<file path="config.mk">
export PLATFORM = sky130hd
export DESIGN_NAME = lcd_shift_register_writer
export DESIGN_NICKNAME = d
export VERILOG_FILES = /design/src/rtl/lsrw_pkg.sv /design/src/rtl/lsrw_front.sv /design/src/rtl/lsrw_queue.sv /design/src/rtl/lsrw_back.sv /design/src/rtl/lcd_shift_register_writer.sv
export SDC_FILE = /design/constraint.sdc
export NUM_CORES = 1
export LEC_CHECK = 0
export BUFFER_PORTS_ARGS = -buffer_cell sky130_fd_sc_hd__clkbuf_2
export CORE_MARGIN = 2
export CORE_UTILIZATION = 50
export CTS_CLUSTER_DIAMETER = 100
export DETAILED_ROUTE_END_ITERATION = 10
export GPL_TIMING_DRIVEN = 0
export MAX_ROUTING_LAYER = met4
export PLACE_DENSITY_LB_ADDON = 0.1
export SETUP_SLACK_MARGIN = 0.1
export SYNTH_ARGS = -nofsm -noshare
export SYNTH_HDL_FRONTEND = slang
export SYNTH_SLANG_ARGS = --single-unit
</file>
<file path="constraint.sdc">
create_clock -name clk -period 2 [get_ports clk]
set_input_delay 0.1 -clock clk [delete_from_list [all_inputs] [get_ports clk]]
set_output_delay 0.1 -clock clk [all_outputs]
set_load 0.01 [all_outputs]
</file>
<file path="src/rtl/lsrw_pkg.sv">
// Shared types, codes and the lane mapping function for the LCD shift register writer.
// Depends on nothing; all files but the checker refer to it by scoped names.
`timescale 1ns / 1ps

package lsrw_pkg;

  // Request operation codes
  localparam logic [1:0] FUNC_WRITE  = 2'd0;
  localparam logic [1:0] FUNC_NIBBLE = 2'd1;
  localparam logic [1:0] FUNC_STROBE = 2'd2;
  localparam logic [1:0] FUNC_NONE   = 2'd3;

  // Configuration register indexes
  localparam logic CFG_FOUR_BIT = 1'b0;
  localparam logic CFG_LANES    = 1'b1;

  localparam logic [23:0] LANES_RESET = 24'hFAC688;

  // Positions of the pins in the pin level vector
  localparam int PIN_CLK = 0;
  localparam int PIN_DAT = 1;
  localparam int PIN_RS  = 2;
  localparam int PIN_EN  = 3;

  // Step numbers within one transfer
  localparam int STEP_W = 5;
  localparam logic [STEP_W-1:0] STEP_FIRST    = 5'd0;
  localparam logic [STEP_W-1:0] STEP_CLK_LOW  = 5'd16;
  localparam logic [STEP_W-1:0] STEP_RS       = 5'd17;
  localparam logic [STEP_W-1:0] STEP_EN_HIGH  = 5'd18;
  localparam logic [STEP_W-1:0] STEP_LAST     = 5'd19;

  // Command queue depth
  localparam int QDEPTH = 2;
  localparam int QAW    = 1;
  localparam int QCW    = 2;

  typedef struct packed {
    logic [7:0] sr_hi;
    logic [7:0] sr_lo;
    logic       two_xfer;
    logic       strobe_only;
    logic       rs;
  } cmd_t;

  // Place each set bit k on the shift register bit given by lane field k.
  function automatic logic [7:0] map_lanes(logic [7:0] bits, logic [23:0] lanes);
    logic [7:0] m;
    logic [2:0] pos;
    m = '0;
    for (int k = 0; k < 8; k++) begin
      pos = lanes[3*k +: 3];
      if (bits[k]) m[pos] = 1'b1;
    end
    return m;
  endfunction

endpackage

</file>
<file path="src/rtl/lsrw_front.sv">
// Front end: holds the configuration registers, classifies requests and maps bytes to lanes.
// Depends on lsrw_pkg.
`timescale 1ns / 1ps

module lsrw_front (
  input  logic              clk,
  input  logic              rst,
  input  logic              cfg_we,
  input  logic              cfg_index,
  input  logic [23:0]       cfg_data,
  input  logic              in_valid,
  output logic              in_ready,
  input  logic [1:0]        func,
  input  logic [7:0]        data_byte,
  input  logic              reg_select,
  output logic              cmd_valid,
  input  logic              cmd_ready,
  output lsrw_pkg::cmd_t    cmd
);

  logic        four_bit_mode;
  logic [23:0] lane_positions;

  always_ff @(posedge clk) begin
    if (rst) begin
      four_bit_mode  <= 1'b1;
      lane_positions <= lsrw_pkg::LANES_RESET;
    end else if (cfg_we) begin
      unique case (cfg_index)
        lsrw_pkg::CFG_FOUR_BIT: four_bit_mode  <= cfg_data[0];
        lsrw_pkg::CFG_LANES:    lane_positions <= cfg_data;
      endcase
    end
  end

  logic [7:0] hi_nib_map, lo_nib_map, byte_map;

  assign hi_nib_map = lsrw_pkg::map_lanes({data_byte[7:4], 4'b0000}, lane_positions);
  assign lo_nib_map = lsrw_pkg::map_lanes({data_byte[3:0], 4'b0000}, lane_positions);
  assign byte_map   = lsrw_pkg::map_lanes(data_byte, lane_positions);

  always_comb begin
    cmd.sr_hi       = hi_nib_map;
    cmd.sr_lo       = lo_nib_map;
    cmd.two_xfer    = 1'b0;
    cmd.strobe_only = 1'b0;
    cmd.rs          = reg_select;
    unique case (func)
      lsrw_pkg::FUNC_WRITE: begin
        cmd.two_xfer = four_bit_mode;
        if (!four_bit_mode) cmd.sr_hi = byte_map;
      end
      lsrw_pkg::FUNC_NIBBLE: begin
      end
      lsrw_pkg::FUNC_STROBE: begin
        cmd.strobe_only = 1'b1;
      end
      default: begin
      end
    endcase
  end

  // The unused code is accepted and dropped without reaching the queue.
  assign in_ready  = cmd_ready;
  assign cmd_valid = in_valid && (func != lsrw_pkg::FUNC_NONE);

endmodule

</file>
<file path="src/rtl/lsrw_queue.sv">
// Short command queue between the front end and the pin sequencer.
// Depends on lsrw_pkg.
`timescale 1ns / 1ps

module lsrw_queue (
  input  logic              clk,
  input  logic              rst,
  input  logic              wr_valid,
  output logic              wr_ready,
  input  lsrw_pkg::cmd_t    wr_cmd,
  output logic              rd_valid,
  input  logic              rd_pop,
  output lsrw_pkg::cmd_t    rd_cmd
);

  lsrw_pkg::cmd_t entries [lsrw_pkg::QDEPTH];
  logic [lsrw_pkg::QAW-1:0] wr_ptr, rd_ptr;
  logic [lsrw_pkg::QCW-1:0] count;
  logic push, pop;

  assign wr_ready = (count != lsrw_pkg::QCW'(lsrw_pkg::QDEPTH));
  assign rd_valid = (count != '0);
  assign push     = wr_valid && wr_ready;
  assign pop      = rd_pop && rd_valid;
  assign rd_cmd   = entries[rd_ptr];

  always_ff @(posedge clk) begin
    if (push) entries[wr_ptr] <= wr_cmd;
  end

  always_ff @(posedge clk) begin
    if (rst) begin
      wr_ptr <= '0;
      rd_ptr <= '0;
      count  <= '0;
    end else begin
      if (push) wr_ptr <= wr_ptr + 1'b1;
      if (pop)  rd_ptr <= rd_ptr + 1'b1;
      if (push && !pop)      count <= count + 1'b1;
      else if (pop && !push) count <= count - 1'b1;
    end
  end

endmodule

</file>
<file path="src/rtl/lsrw_back.sv">
// Back end: registers shift register and LCD pin levels, one change per cycle unless stalled.
// Depends on lsrw_pkg.
`timescale 1ns / 1ps

module lsrw_back (
  input  logic              clk,
  input  logic              rst,
  input  logic              q_valid,
  output logic              q_pop,
  input  lsrw_pkg::cmd_t    q_cmd,
  output logic              out_valid,
  input  logic              out_ready,
  output logic              shift_clock,
  output logic              shift_data,
  output logic              rs_pin,
  output logic              enable_pin,
  output logic              last
);

  lsrw_pkg::cmd_t cur;
  logic                        busy;
  logic                        second;
  logic [lsrw_pkg::STEP_W-1:0] step;
  logic [3:0]                  pins;
  logic [3:0]                  pins_next;
  logic [7:0]                  sr;
  logic                        adv, emit, end_xfer, last_step;

  assign sr        = second ? cur.sr_lo : cur.sr_hi;
  assign adv       = !out_valid || out_ready;
  assign emit      = busy && adv;
  assign end_xfer  = (step == lsrw_pkg::STEP_LAST);
  assign last_step = end_xfer && (!cur.two_xfer || second);
  assign q_pop     = q_valid && (!busy || (emit && last_step));

  always_comb begin
    pins_next = pins;
    priority if (step < lsrw_pkg::STEP_CLK_LOW) begin
      // Even steps present a data bit with the clock low, odd steps raise the clock.
      if (!step[0]) begin
        pins_next[lsrw_pkg::PIN_CLK] = 1'b0;
        pins_next[lsrw_pkg::PIN_DAT] = sr[~step[3:1]];
      end else begin
        pins_next[lsrw_pkg::PIN_CLK] = 1'b1;
      end
    end else if (step == lsrw_pkg::STEP_CLK_LOW) begin
      pins_next[lsrw_pkg::PIN_CLK] = 1'b0;
    end else if (step == lsrw_pkg::STEP_RS) begin
      pins_next[lsrw_pkg::PIN_RS] = cur.rs;
    end else if (step == lsrw_pkg::STEP_EN_HIGH) begin
      pins_next[lsrw_pkg::PIN_EN] = 1'b1;
    end else begin
      pins_next[lsrw_pkg::PIN_EN] = 1'b0;
    end
  end

  always_ff @(posedge clk) begin
    if (q_pop) cur <= q_cmd;
    if (emit) begin
      shift_clock <= pins_next[lsrw_pkg::PIN_CLK];
      shift_data  <= pins_next[lsrw_pkg::PIN_DAT];
      rs_pin      <= pins_next[lsrw_pkg::PIN_RS];
      enable_pin  <= pins_next[lsrw_pkg::PIN_EN];
      last        <= last_step;
    end
  end

  always_ff @(posedge clk) begin
    if (rst) begin
      busy      <= 1'b0;
      second    <= 1'b0;
      step      <= lsrw_pkg::STEP_FIRST;
      pins      <= '0;
      out_valid <= 1'b0;
    end else begin
      if (emit) begin
        pins      <= pins_next;
        out_valid <= 1'b1;
        if (end_xfer) begin
          if (!last_step) begin
            second <= 1'b1;
            step   <= lsrw_pkg::STEP_FIRST;
          end else begin
            busy <= 1'b0;
          end
        end else begin
          step <= step + 1'b1;
        end
      end else if (out_ready) begin
        out_valid <= 1'b0;
      end
      // Loading the next command takes precedence over going idle.
      if (q_pop) begin
        busy   <= 1'b1;
        second <= 1'b0;
        step   <= q_cmd.strobe_only ? lsrw_pkg::STEP_RS : lsrw_pkg::STEP_FIRST;
      end
    end
  end

endmodule

</file>
<file path="src/rtl/lcd_shift_register_writer.sv">
// LCD writer over a serial shift register: one pin step per cycle when the output is taken.
// A full byte in four-bit mode gives 40 steps, in eight-bit mode or a high nibble 20, a strobe 3.
// A request is registered in the queue and in the sequencer before its first step is output;
// the sequencer sets the throughput; the two-entry queue takes requests while earlier ones step.
// Synchronous active-high reset: output invalid, four-bit mode on, identity lanes, queue empty.
// Depends on lsrw_pkg, lsrw_front, lsrw_queue and lsrw_back.
`timescale 1ns / 1ps

module lcd_shift_register_writer (
  input  logic        clk,
  input  logic        rst,
  input  logic        cfg_we,
  input  logic        cfg_index,
  input  logic [23:0] cfg_data,
  input  logic        in_valid,
  output logic        in_ready,
  input  logic [1:0]  func,
  input  logic [7:0]  data_byte,
  input  logic        reg_select,
  output logic        out_valid,
  input  logic        out_ready,
  output logic        shift_clock,
  output logic        shift_data,
  output logic        rs_pin,
  output logic        enable_pin,
  output logic        last
);

  lsrw_pkg::cmd_t f_cmd, q_cmd;
  logic f_valid, f_ready, q_valid, q_pop;

  lsrw_front u_front (
    .clk        (clk),
    .rst        (rst),
    .cfg_we     (cfg_we),
    .cfg_index  (cfg_index),
    .cfg_data   (cfg_data),
    .in_valid   (in_valid),
    .in_ready   (in_ready),
    .func       (func),
    .data_byte  (data_byte),
    .reg_select (reg_select),
    .cmd_valid  (f_valid),
    .cmd_ready  (f_ready),
    .cmd        (f_cmd)
  );

  lsrw_queue u_queue (
    .clk      (clk),
    .rst      (rst),
    .wr_valid (f_valid),
    .wr_ready (f_ready),
    .wr_cmd   (f_cmd),
    .rd_valid (q_valid),
    .rd_pop   (q_pop),
    .rd_cmd   (q_cmd)
  );

  lsrw_back u_back (
    .clk         (clk),
    .rst         (rst),
    .q_valid     (q_valid),
    .q_pop       (q_pop),
    .q_cmd       (q_cmd),
    .out_valid   (out_valid),
    .out_ready   (out_ready),
    .shift_clock (shift_clock),
    .shift_data  (shift_data),
    .rs_pin      (rs_pin),
    .enable_pin  (enable_pin),
    .last        (last)
  );

endmodule

</file>
==> Word-level counts from Yosys, hierarchy flattened <==
Memories as Yosys holds them, arrays and structs flattened. A register that Yosys moved wholly into a read port is not among the register bits.
Cells that the tools add are included.
{ "word_totals": {"mem_count": 1, "mem_bits_rw": 38, "output_inout_bits": 7, "ff_bits": 64} }
{ "memory_table": {"columns": ["memory", "words", "width", "read_ports", "rd_ports_with_merged_regs", "write_ports", "line_no", "source"], "rows": [
  ["u_queue.entries", 2, 19, 1, 1, 1, "lsrw_queue.sv:16", "lsrw_pkg::cmd_t entries [lsrw_pkg::QDEPTH];"]
]} }
{ "classes": {"eq_ne": 8, "n_mux": 66, "order_cmp": 18, "addsub": 5, "reduce_logical": 38, "bitwise": 16} }
{ "op_table": {"columns": ["operator", "count"], "rows": [
  ["$mux W8", 19],
  ["$or A8 B8 Y8", 13],
  ["$lt A3 B4 Y1 const B", 9],
  ["$mux W1", 29],
  ["$mux W5", 5],
  ["$demux W1 S3", 8],
  ["$ge A3 B1 Y1 const B", 8],
  ["$eq A5 B5 Y1 const B", 4],
  ["$logic_and A1 B1 Y1", 17],
  ["$reduce_bool A2 Y1", 6],
  ["$mux W2", 4],
  ["$reduce_and A2 Y1", 3],
  ["$reduce_and A3 Y1", 2],
  ["$add A5 B1 Y5 const B", 1],
  ["$logic_not A1 Y1", 5],
  ["$lt A5 B5 Y1 const B", 1],
  ["$ne A2 B2 Y1 const B", 2],
  ["$bmux W1 S3", 1],
  ["$logic_or A1 B1 Y1", 3],
  ["$ne A3 B3 Y1 const B", 1],
  ["$not A3 Y3", 1],
  ["$add A1 B1 Y1 const B", 2],
  ["$add A2 B1 Y2 const B", 1],
  ["$eq A2 B2 Y1 const B", 1],
  ["other kinds (4)", 5]
]} }

==> Depth between registers and ports, before layout <==
Gate-level depths: netlist (run 1).
{ "depth": {"ltp_word": 21, "depth_mapped": 8, "mapped_depth_nobuf": 8} }

==> Cells and area by module <==
A second synthesis (run 1) with hierarchy kept.
{ "hier_totals": {"hier_cells": 460, "area_unflattened_um2": 4959.8} }
{ "by_module_without_submodules": {"columns": ["mod", "seq_area_each_um2", "area_per_inst_um2", "instances", "cells_per_inst"], "rows": [
  ["lsrw_front", 500.5, 1776.7, 1, 251],
  ["lsrw_back", 930.9, 1592.8, 1, 126],
  ["lsrw_queue", 1241.2, 1590.3, 1, 83]
]} }

==> Worst setup path after synthesis (run 1) <==
No wires, ideal clock.
{ "synth_path": {"path_type": "register to register", "start": "register u_queue.count[0] in the netlist's numbering", "end": "memory u_queue.entries[0][0] in the netlist's numbering, enable pin", "t_required_ns": 1.603, "slack_ns": -0.096, "arrival_ns": 1.700, "path_stages_with_launch": 4, "cell_sequence": "dfxtp_1 > nand2b_1 > and3_1 > nor2b_1"} }
{ "synth_via": {"elab_chain_cells": 4} }
{ "synth_rtl": {"columns": ["item", "line_no", "source"], "rows": [
  ["start, declared", "lsrw_queue.sv:18", "logic [lsrw_pkg::QCW-1:0] count;"],
  ["start signal, assigned", "lsrw_queue.sv:39", "if (push && !pop) count <= count + 1'b1;"],
  ["start signal, assigned", "lsrw_queue.sv:40", "else if (pop && !push) count <= count - 1'b1;"],
  ["$ne A2 B2 Y1", "lsrw_queue.sv:21", "assign wr_ready = (count != lsrw_pkg::QCW'(lsrw_pkg::QDEPTH));"],
  ["net in_ready", "lcd_shift_register_writer.sv:16", "output logic in_ready,"],
  ["$logic_and A1 B1 Y1", "lsrw_queue.sv:23", "assign push = wr_valid && wr_ready;"],
  ["net u_queue.push", "lsrw_queue.sv:19", "logic push, pop;"],
  ["$mux W1", "lsrw_queue.sv:28", "if (push) entries[wr_ptr] <= wr_cmd;"],
  ["$mux W1 (implied by the code)", "lsrw_queue.sv:28", null],
  ["end, declared", "lsrw_queue.sv:16", null]
]} }
The timed path passes the listed nets, and every way through them passes these cells.

==> Worst setup path after layout (run 1) <==
{ "layout_path": {"start": "register u_back.step[0] in the netlist's numbering", "end": "register u_queue.count[1] in the netlist's numbering"} }
{ "layout_via": {"elab_chain_cells": 9, "elab_cells_between_ends": 11, "cone_classes": "1 x eq/ne; 1 x mux; 9 x reduce/logical"} }
{ "layout_rtl": {"columns": ["item", "line_no", "source"], "rows": [
  ["start, declared", "lsrw_back.sv:23", "logic [lsrw_pkg::STEP_W-1:0] step;"],
  ["start signal, assigned", "lsrw_back.sv:72", "step <= lsrw_pkg::STEP_FIRST;"],
  ["start signal, assigned", "lsrw_back.sv:82", "step <= lsrw_pkg::STEP_FIRST;"],
  ["start signal, assigned", "lsrw_back.sv:87", "step <= step + 1'b1;"],
  ["$eq A5 B5 Y1 *", "lsrw_back.sv:32", "assign end_xfer = (step == lsrw_pkg::STEP_LAST);"],
  ["$logic_and A1 B1 Y1 *", "lsrw_back.sv:33", "assign last_step = end_xfer && (!cur.two_xfer || second);"],
  ["$logic_and A1 B1 Y1 *", "lsrw_back.sv:34", "assign q_pop = q_valid && (!busy || (emit && last_step));"],
  ["$logic_or A1 B1 Y1 *", "lsrw_back.sv:34", null],
  ["$logic_and A1 B1 Y1 *", "lsrw_back.sv:34", null],
  ["$logic_and A1 B1 Y1 *", "lsrw_queue.sv:24", "assign pop = rd_pop && rd_valid;"],
  ["$logic_not A1 Y1", "lsrw_queue.sv:39", null],
  ["$logic_and A1 B1 Y1", "lsrw_queue.sv:39", null],
  ["$mux W2 / $reduce_bool A2 Y1 (equally long branches)", null, null]
]} }
Mark *: on every way between the ends. The rest lies on a longest branch, timed or not.
A chain may end at the register's enable or synchronous reset.

==> qor.yml, run 1 <==
crit_top_cell: "ha_4"
period_needed_ns: 1.92
grt_overflow: 0
end_kind: "flip-flop"
num_rows: 36
syn_area_um2: 4890
clk_path_buf_depth: 2
path_cells: "ha_4 -> nand4bb_4 -> o31ai_4 -> nand2_2 -> ha_4 -> xor2_2 -> or3_4 -> a21oi_2"
syn-mean-instance-area_um2: 10.6
final_nets: 595
crit_path_start_kind: "flip-flop"
place_congestion: 0.919
synth_ff_type: "edfxtp_1"
syn-num-nets: 507
worstSetupPathType: "reg -> reg"
area_growth_syn_to_layout_pct: 19.9
fin_ws_ns: 0.0832
relSlewSlack_pct: 57.8
whs_ns: 0.0573
synth_edf_count: 61
io_buffers: 47
grt_pass1_wl_um: 18000
cts_sinks: 103
antenna_found_initial: 0
crit_arrival_ns: 2.22
worstPathRequired_ns: 2.30
routed_wl_um: 11300
clk_pin_slew_worst_paths_ns: 0.10
cts_buffers: 9
cts_tree: "built"
coreArea_um2: 9640
drt-pass1-iter-count: 5
total_power_mw: 5.91
die_w_um: 103
reg2reg_from: "u_back.step[0]"
die_area_um2: 10600
io_pins: 48
placed_area_um2: 5310
rsz0062_at_grt: "true"
max_stage_delay_ns: 0.40
hpwl_um: 8180
yosysSeqAreaShare_pct: 54.7
floorplan.initialDensity_pct: 50.7
grt_use_total_pct: 23.2
outcome: "completed"
async_reset_ff_share_pct: 0
worstHoldStart: "out_ready"
finClkSkew_ns: 0.0127
ys_warn_count: 0
root_buffer: "clkbuf_8"
wire_per_inst_um: 16.5
grt_max_degree: 21
finalHoldViolCount: 0
grt_pass1_vias: 3681
min_path_cells: 4
drive_gt1_share_pct: 21.1
dr_total_vias: 3763
reg2regPathDepth: 8
ys_ff_latch: 103
diodes: 0
die_h_um: 103
clkLatencyLatePin_ns: 0.37
fin_crit_sh_pct: 95.8
fmax_ghz: 0.522
vias_per_cell: 5.48
peakVddDrop_mv: 0.471
cp-startpoint: "u_back.step[0]"
power_density_nw_per_um2: 1010
postLayoutCellArea_um2: 5860
drc: 0
p_leak_nw: 2.14
synthDistinctLibCells: 56
htree_levels: 3
critPathSlowestCell: "dfxtp_4"
pre_cts_ws_ns: -0.0497
drt_iter0_markers: 208
slew_violations: 0
hp-class: "in -> reg"
setup_viol: 0
netlist_instances: 461
antenna_left: 0
worstMarginPinSlew_ns: 0.633
drv_cap: 0
cp_max_fo: 5
==> metrics by stage <==
step                utilization, %  cells  setup TNS (ns)
floorplan                        -    461               0
global placement              55.0    641         -0.0176
detailed placement            55.0    641          -0.301
CTS                           60.1    682               0
global route                  60.8    687         -0.0150
finish                        60.8    687               0
==> worst max-delay path: cells and delay by family (launching register included) <==
| family | cells | cell delay (ns) |
|---|---|---|
| AOI/OAI and AO/OA | 2 | 0.38 |
| xor gates and xnor gates | 1 | 0.14 |
| adders and majority gates | 2 | 0.34 |
| DFF | 1 | 0.40 |
| and+or+nand+nor | 3 | 0.58 |
==> worst paths after layout <==
kind                                     to  slack, ns
setup / recovery           u_queue.count[1]       0.08
hold / removal             u_back.out_valid       0.06
setup reg to reg           u_queue.count[1]       0.08
hold reg to reg   u_front.lane_positions[8]       0.47
==> cells in the mapped netlist (all sizes together), types with 2 or more instances <==
| cell | instances | share of area, % |
|---|---|---|
| or2 | 5 | 0.64 |
| a311oi | 3 | 0.54 |
| buf | 6 | 0.74 |
| o22a | 2 | 0.36 |
| inv | 8 | 0.61 |
| a21oi | 23 | 2.4 |
| ha | 5 | 1.3 |
| mux4 | 2 | 0.92 |
| o31ai | 4 | 0.90 |
| a211o | 2 | 0.36 |
| dfxtp | 42 | 17 |
| clkbuf | 12 | 0.92 |
| nand3b | 13 | 2.0 |
| a32oi | 2 | 0.36 |
| nor2b | 13 | 1.7 |
| nand3 | 5 | 0.51 |
| xor2 | 2 | 0.36 |
| or4 | 2 | 0.31 |
| o21ai | 9 | 0.92 |
| o32ai | 3 | 0.54 |
| nand2 | 78 | 6.0 |
| and2 | 5 | 0.64 |
| xnor2 | 4 | 0.72 |
| mux2 | 19 | 4.4 |
| nor2 | 23 | 1.8 |
| and3 | 3 | 0.38 |
| o211ai | 4 | 0.61 |
| a211oi | 3 | 0.46 |
| nor3 | 18 | 1.8 |
| mux2i | 8 | 1.6 |
| o22ai | 22 | 2.8 |
| a31oi | 4 | 0.51 |
| or3 | 8 | 1.0 |
| edfxtp | 61 | 37 |
| nand2b | 21 | 2.7 |
==> power by group <==
group	switching (mW)	leakage (nW)	internal, mW	total (mW)
clock	0.769	0.105	0.607	1.38
sequential	0.193	0.923	2.75	2.94
combinational	0.879	1.11	0.716	1.60
total	1.84	2.14	4.07	5.91
==> area by class of cell <==
type                       count  area (um2)
buffer                        18        83.8
clock buffer                   9         124
clock inverter                 7        91.3
fill                         833        3780
inverter                       8        35.0
multi-input combinational    332        2160
sequential                   103        2680
tap                          133         166
timing repair buffer          77         523
==> cell usage in the layout, fill, tap and decap left out, drive strengths merged, types with 8 or more instances in the layout <==
master / instances
o22ai: 22
dlygate4sd3: 25
buf: 11
nand2b: 21
dfxtp: 42
nor3: 18
or3: 8
inv: 10
nand3b: 13
nand2: 78
mux2: 19
nor2b: 13
edfxtp: 61
o21ai: 9
nor2: 23
clkbuf: 68
a21oi: 23
mux2i: 8
==> repair_timing <==
action                                  in CTS  in global routing
endpoints found under the setup margin      43                 22
gates resized for setup                      6                  8
setup buffers                                0                  5
hold endpoints to repair                    27                  0
hold buffers                                25                  0
pin swaps                                    2                  5
==> state kept, by name (all words and copies together), names as in the netlist, 2 cells and up, named ones only <==
| name | cells |
|---|---|
| u_back.cur | 18 |
| u_back.pins | 4 |
| u_back.step | 5 |
| u_front.lane_positions | 24 |
| u_queue.count | 2 |
| u_queue.entries | 38 |
==> kinds of logic (layout without fill, tap and decap cells) <==
logic type	after synthesis	in the layout	share of synthesized area (%)
DFF	103	103	54.7
xor gates and xnor gates	6	6	1.08
and+or+nand+nor	200	200	21.0
AOI/OAI and AO/OA	92	92	12.7
muxes	29	29	6.94
adders and majority gates	5	5	1.28
buffers and inverters	26	119	2.28
==> per-layer routing <==
layer	GRT usage, %	part of all wire [%]	vias to the layer above
met5	-	0	-
met4	7.69	1.9	0
met3	2.98	4.0	18
met2	39.5	50	111
met1	28.8	44	1757
li1	-	-	1877
Power figures use the tool's default switching activity.
==> run 2: changes to the inputs <==
PLACE_DENSITY = 0.81   (was default)
PLACE_DENSITY_LB_ADDON = default   (was 0.1)
SYNTH_HIERARCHICAL = 1   (was default)
==> qor.yml, run 2 <==
outcome: "complete, but fails checks"
violations: "setup timing"
post-place-cells: 639  # -0.31%
vias_per_cell: 5.51  # +0.61%
synthDistinctLibCells: 57  # +1.8%
grt_use_total_pct: 22.0  # -1.2 points
crit_path_start_kind: "flip-flop"
cts_tree: "built"
fill_cells: 784  # -5.9%
async_reset_ff_share_pct: 0  # unchanged
grt_pass1_wl_um: 18300  # +1.6%
die_w_um: 104  # +0.71%
root_buffer: "clkbuf_8"
relSlewSlack_pct: 61.7  # +3.9 points
fin_cells: 691  # +0.58%
regMostFlops: "u_queue/entries"
cts_sinks: 103  # unchanged
fin_ws_ns: -0.0915  # -0.175 ns
setup_viol: 1  # +1
synth_simple_gate_area_share_pct: 19.5  # -1.5 points
post-synth-top-count-cell: "nand2_1"
p_leak_nw: 2.23  # +4.2%
routed_wl_um: 10900  # -3.9%
yosysSeqAreaShare_pct: 53.9  # -0.80 points
synth-compound-area-share_pct: 13.7  # +1.0 points
largest_reg_flops: 38  # unchanged
die_area_um2: 10700  # +1.4%
fin_crit_sh_pct: 105  # +8.7 points
synth_xor_area_share_pct: 0.883  # -0.19 points
place_congestion: 0.882  # -4.1%
clk_path_buf_depth: 2  # unchanged
regArea_um2: 2680  # about the same
clkLatencyLatePin_ns: 0.37  # about the same
syn-num-nets: 506  # -0.20%
total_power_mw: 5.91  # -0.14%
drv_cap: 0  # unchanged
power_density_nw_per_um2: 981  # -2.9%
hp-class: "in -> reg"
drt_iter0_markers: 218  # +4.8%
ys_warn_count: 6  # +6
yosys-top-cells-count: "nand2_1 (80), edfxtp_1 (61), dfxtp_1 (42)"
final_cell_mix: "nand2_1 (80), edfxtp_1 (61), clkbuf_2 (46), dfxtp_1 (39), dlygate4sd3_1 (25)"
period_needed_ns: 2.09  # +0.175 ns
fmax_ghz: 0.478  # -8.4%
netlist_instances: 460  # -0.22%
wire_per_inst_um: 15.8  # -4.5%
slew_violations: 0  # unchanged
antenna_left: 0  # unchanged
diodes: 0  # unchanged
finClkSkew_ns: 0.0153  # +0.00263 ns
synth_top_cell_by_area: "edfxtp_1"
grt_pass1_vias: 3838  # +4.3%
synth_top_family_by_area: "simple AND/OR/NAND/NOR gates"
cts_buffers: 9  # unchanged
floorplan.initialDensity_pct: 51.2  # +0.51 points
hpwl_um: 7730  # -5.5%
pre_cts_ws_ns: -0.219  # -0.169 ns
synth_ff_type: "edfxtp_1"
io_pins: 48  # unchanged
final_nets: 599  # +0.67%
syn_area_um2: 4960  # +1.5%
grt_overflow: 0  # unchanged
synth_top_area_share_pct: 36.9  # -0.55 points
final_common_cell: "nand2_1"
rsz0062_at_grt: "true"
die_h_um: 104  # +0.71%
drc: 0  # unchanged
r2r_slack_ns: -0.09  # -0.17 ns
drive_gt1_share_pct: 21.9  # +0.74 points
synthAdderAreaFrac_pct: 1.26  # -0.019 points
coreArea_um2: 9680  # +0.47%
worstSetupPathType: "reg -> reg"
peakVddDrop_mv: 0.418  # -11%
ys_ff_latch: 103  # unchanged
multi_input_area_um2: 2180  # +1.2%
worstMarginPinSlew_ns: 0.568  # -0.0653 ns
grt_max_degree: 20  # -4.8%
end_kind: "flip-flop"
top_regs: "u_queue/entries (38), u_front/lane_positions (24), u_back/cur (18)"
synth_mux_area_share_pct: 7.49  # +0.55 points
yosys-top-cells-area: "edfxtp_1 (37%), dfxtp_1 (17%), nand2_1 (6.1%)"
synth_edf_count: 61  # unchanged
finalHoldViolCount: 0  # unchanged
crit_arrival_ns: 2.40  # +0.18 ns
syn-mean-instance-area_um2: 10.8  # +1.7%
io_buffers: 46  # -2.1%
num_rows: 36  # unchanged
htree_levels: 3  # unchanged
area_growth_syn_to_layout_pct: 21.4
clk_pin_slew_worst_paths_ns: 0.10  # about the same
worstPathRequired_ns: 2.31  # about the same
antenna_found_initial: 0  # unchanged
drt-pass1-iter-count: 5  # unchanged
dr_total_vias: 3808  # +1.2%
cp_max_fo: 4  # -1
[run 2: cell types whose count changed after synthesis, sizes merged, moves of 6 or more]
cell   change
inv        +6
o22ai     -11
o21ai      +7
or3        -6
nor3      -10
o32ai      +8
[run 2: worst max-delay path, stage by stage, from the launching register on]
cell       delay (ns)
dfxtp_2          0.33
buf_6            0.11
nand4bb_4        0.24
o31ai_4          0.25
and2_4           0.19
buf_12           0.10
o21ai_4          0.06
ha_4             0.16
xor2_1           0.14
or3_1            0.33
a21oi_2          0.12
[run 2: metal layers]
metal,share of wire (%),GRT usage (%),vias to the layer above,routed length (um)
met5,0,-,-,0
met4,3.0,9.07,0,332
met3,4.4,3.84,21,480
met2,52,38.1,120,5650
met1,41,25.4,1772,4440
li1,-,-,1895,-
[run 2: where the power goes]
part           switching [mW]  internal [mW]  leakage, nW  total, mW
Clock                   0.681          0.679        0.114       1.36
Sequential              0.193           2.73        0.923       2.92
Combinational           0.829          0.798         1.20       1.63
[run 2: per-stage QoR]
stage	utilization (%)	TNS, ns	hold slack, ns	instance area (um2)
after floorplan	-	-0.0335	0.169	5020
after detailed placement	56.0	-0.219	0.289	5420
after global routing	62.2	-0.244	0.0783	6020
final	62.2	-0.0915	0.0782	6020
after CTS	61.7	-0.0783	0.0660	5980
after global placement	56.0	-0.157	0.285	5420
[run 2: kinds of logic after synthesis]
kind of cell               count (synthesis)
adders and majority gates                  5
AOI/OAI and AO/OA                         97
buffers and inverters                     34
and+or+nand+nor                          188
xor gates and xnor gates                   5
DFF                                      103
muxes                                     28
[run 2: what timing repair did]
| item | 4_1_cts | 5_1_grt |
|---|---|---|
| gates resized for setup | 2 | 5 |
| setup endpoints to repair | 2 | 39 |
| setup buffers | 6 | 5 |
| gates cloned | 1 | 0 |
| pin swaps | 3 | 2 |
| hold buffers | 25 | 0 |
| endpoints found under the hold margin | 27 | 0 |
[run 2: final timing paths]
kind / start / endpoint / cells past startpoint
worst max-delay path: u_back/step[2] / u_queue/count[1] / 10
worst min-delay path: out_ready / u_back/out_valid / 4
worst max register to register: u_back/step[2] / u_queue/count[1] / 10
worst min register to register: u_back/pins[1] / u_back/pins[1] / 2
[run 2: final cells by class]
type,instances,area share [%]
Sequential cell,103,44.5
Multi-Input combinational cell,323,36.2
Timing Repair Buffer,83,9.95
Clock buffer,14,3.41
Tap cell,133,2.76
Buffer,19,1.97
Inverter,14,0.935
Clock inverter,2,0.249
==> run 3: changes to the inputs <==
BUFFER_PORTS_ARGS = -buffer_cell sky130_fd_sc_hd__buf_2   (was -buffer_cell sky130_fd_sc_hd__clkbuf_2)
==> qor.yml, run 3 (synthesis gave the netlist of run 2 again) <==
fill_cells: 757  # -3.4%
antenna_left: 0  # unchanged
r2r_slack_ns: -0.03  # +0.06 ns
top_layer: "met4"
hpwl_um: 7720  # -0.14%
cts_sinks: 103  # unchanged
min_path_cells: 4  # unchanged
num_rows: 36  # unchanged
total_power_mw: 5.96  # +0.94%
diodes: 0  # unchanged
relSlewSlack_pct: 53.3  # -8.3 points
fin_util_pct: 62.4  # +0.23 points
io_pins: 48  # unchanged
grt_max_degree: 20  # unchanged
rsz0062_at_grt: "true"
grt_overflow: 0  # unchanged
clk_path_buf_depth: 2  # unchanged
dr_wl_met2_um: 5890  # +4.2%
coreArea_um2: 9680  # unchanged
largest_reg_flops: 38  # unchanged
met1_length_um: 4530  # +2.1%
io_buffers: 46  # unchanged
met3_length_um: 475  # -1.0%
clk_pin_slew_worst_paths_ns: 0.10  # about the same
vias_per_cell: 5.62  # +1.9%
final_common_cell: "nand2_1"
drc: 0  # unchanged
hold_end: "u_back/out_valid"
period_needed_ns: 2.03  # -0.0619 ns
place_congestion: 0.898  # +1.8%
hp-class: "in -> reg"
fin_crit_sh_pct: 101  # -3.1 points
clkLatencyLatePin_ns: 0.36  # about the same
timing.rr.end: "u_queue/count[1]"
wire_per_inst_um: 16.0  # +1.6%
grt_pass1_wl_um: 18400  # +0.86%
outcome: "complete, but fails checks"
drv_cap: 0  # unchanged
pre_cts_ws_ns: -0.226  # -0.00675 ns
worstMarginPinSlew_ns: 0.691  # +0.123 ns
setup_viol: 1  # unchanged
cp_max_fo: 3  # -1
dr_total_vias: 3903  # +2.5%
reg2regPathDepth: 10  # unchanged
final_nets: 603  # +0.67%
cts_tree: "built"
htree_levels: 3  # unchanged
routed_wl_um: 11100  # +2.2%
slew_violations: 0  # unchanged
postLayoutCellArea_um2: 6050  # +0.37%
end_kind: "flip-flop"
crit_arrival_ns: 2.33  # -0.07 ns
fin_ws_ns: -0.0296  # +0.0619 ns
top_regs: "u_queue/entries (38), u_front/lane_positions (24), u_back/cur (18)"
root_buffer: "clkbuf_8"
drt-pass1-iter-count: 5  # unchanged
worstHoldStart: "out_ready"
drt_iter0_markers: 170  # -22%
switching_power_mw: 1.80  # +5.5%
drive_gt1_share_pct: 23.1  # +1.3 points
floorplan.initialDensity_pct: 51.2  # unchanged
power_density_nw_per_um2: 986  # +0.57%
crit_path_start_kind: "flip-flop"
regMostFlops: "u_queue/entries"
setup_tns_ns: -0.0296  # +0.0619 ns
internal_power_mw: 4.17  # -0.90%
finClkSkew_ns: 0.0102  # -0.00504 ns
placed_area_um2: 5420  # unchanged
final_cell_mix: "nand2_1 (80), edfxtp_1 (61), buf_2 (51), dfxtp_1 (38), dlygate4sd3_1 (25)"
path_cells: "buf_6 -> and2b_2 -> o31ai_4 -> and2_4 -> buf_12 -> o21ai_4 -> ha_4 -> xor2_1 -> or3_1 -> a21oi_2"
die_w_um: 104  # unchanged
pwr-share-clk_pct: 22.7  # -0.3 points
combPwrFrac_pct: 28.4  # +0.8 points
peakVddDrop_mv: 0.478  # +14%
cts_buffers: 9  # unchanged
worstSetupPathType: "reg -> reg"
finalHoldViolCount: 0  # unchanged
max_stage_delay_ns: 0.34  # about the same
grt_use_total_pct: 22.2  # +0.21 points
worstPathRequired_ns: 2.30  # about the same
violations: "setup timing"
grt_pass1_vias: 3793  # -1.2%
reg2reg_from: "u_back/second"
area_growth_syn_to_layout_pct: 21.9
pwr-share-seq_pct: 48.9  # -0.5 points
sw_frac_of_total_pct: 30.1  # +1.3 points
p_leak_nw: 2.23  # about the same
die_area_um2: 10700  # unchanged
critPathSlowestCell: "dfxtp_2"
antenna_found_initial: 0  # unchanged
die_h_um: 104  # unchanged
fmax_ghz: 0.493  # +3.1%
[run 3: changes by cell type in the layout (fill, tap and decap cells not counted), sizes merged]
cell	previous run	this run
clkbuf	69	18
clkinv	0	2
clkinvlp	1	2
bufinv	0	1
inv	15	16
buf	21	71
[run 3: critical path: cells and delay by family (launching register included)]
family	cells	cell delay, ns
flops	1	0.34
compound gates	3	0.41
buf+inv	2	0.19
xor+xnor	1	0.14
fa+ha+maj	1	0.16
simple gates	3	0.76
[run 3: what timing repair did]
item,4_1_cts,5_1_grt
setup buffers,7,7
cloned,1,0
hold buffers,25,0
gates resized for setup,3,7
setup endpoints to repair,2,42
pin swaps,3,3
endpoints found under the hold margin,27,0
[run 3: layout make-up]
type / instances / area (um2) / area share [%]
flip-flops and latches: 103 / 2680 / 44.3
well taps: 133 / 166 / 2.75
plain buffers: 20 / 124 / 2.05
clock inverters: 7 / 86.3 / 1.43
inverters: 14 / 56.3 / 0.931
clock buffers: 9 / 124 / 2.05
repair buffers: 86 / 622 / 10.3
multi-input cells: 323 / 2190 / 36.2
[run 3: power groups by stage]
stage / sequential [mW] / clock (mW) / combinational (mW)
3_3_place_gp: 2.95 / 0 / 1.34
2_1_floorplan: 2.92 / 0 / 1.03
3_5_place_dp: 2.97 / 0 / 1.39
6_report: 2.92 / 1.36 / 1.69
4_1_cts: 2.92 / 1.39 / 1.62
5_1_grt: 2.96 / 1.48 / 1.84
[run 3: layer usage]
| layer | vias to the layer above | track usage [%] |
|---|---|---|
| met5 | - | - |
| met4 | 0 | 6.47 |
| met3 | 19 | 3.65 |
| met2 | 133 | 39.8 |
| met1 | 1834 | 25.8 |
| li1 | 1917 | - |
[run 3: how the worst max path moves through the flow]
stage                         from                to  slack (ns)  cells after the start
finish               u_back/second  u_queue/count[1]       -0.03                     10
floorplan           u_back/step[1]  u_queue/count[1]       -0.03                     10
detailed placement  u_back/step[1]  u_queue/count[1]       -0.23                     10
global placement    u_back/step[1]  u_queue/count[1]       -0.16                     10
global route         u_back/second  u_queue/count[1]       -0.09                     10
CTS                 u_back/step[2]  u_queue/count[1]       -0.07                     10
[run 3: through the flow]
step                      cells  hold WS (ns)
after global placement      639         0.287
after floorplan             460         0.169
final                       695        0.0568
after CTS                   688        0.0528
after detailed placement    639         0.289
after global routing        695        0.0397
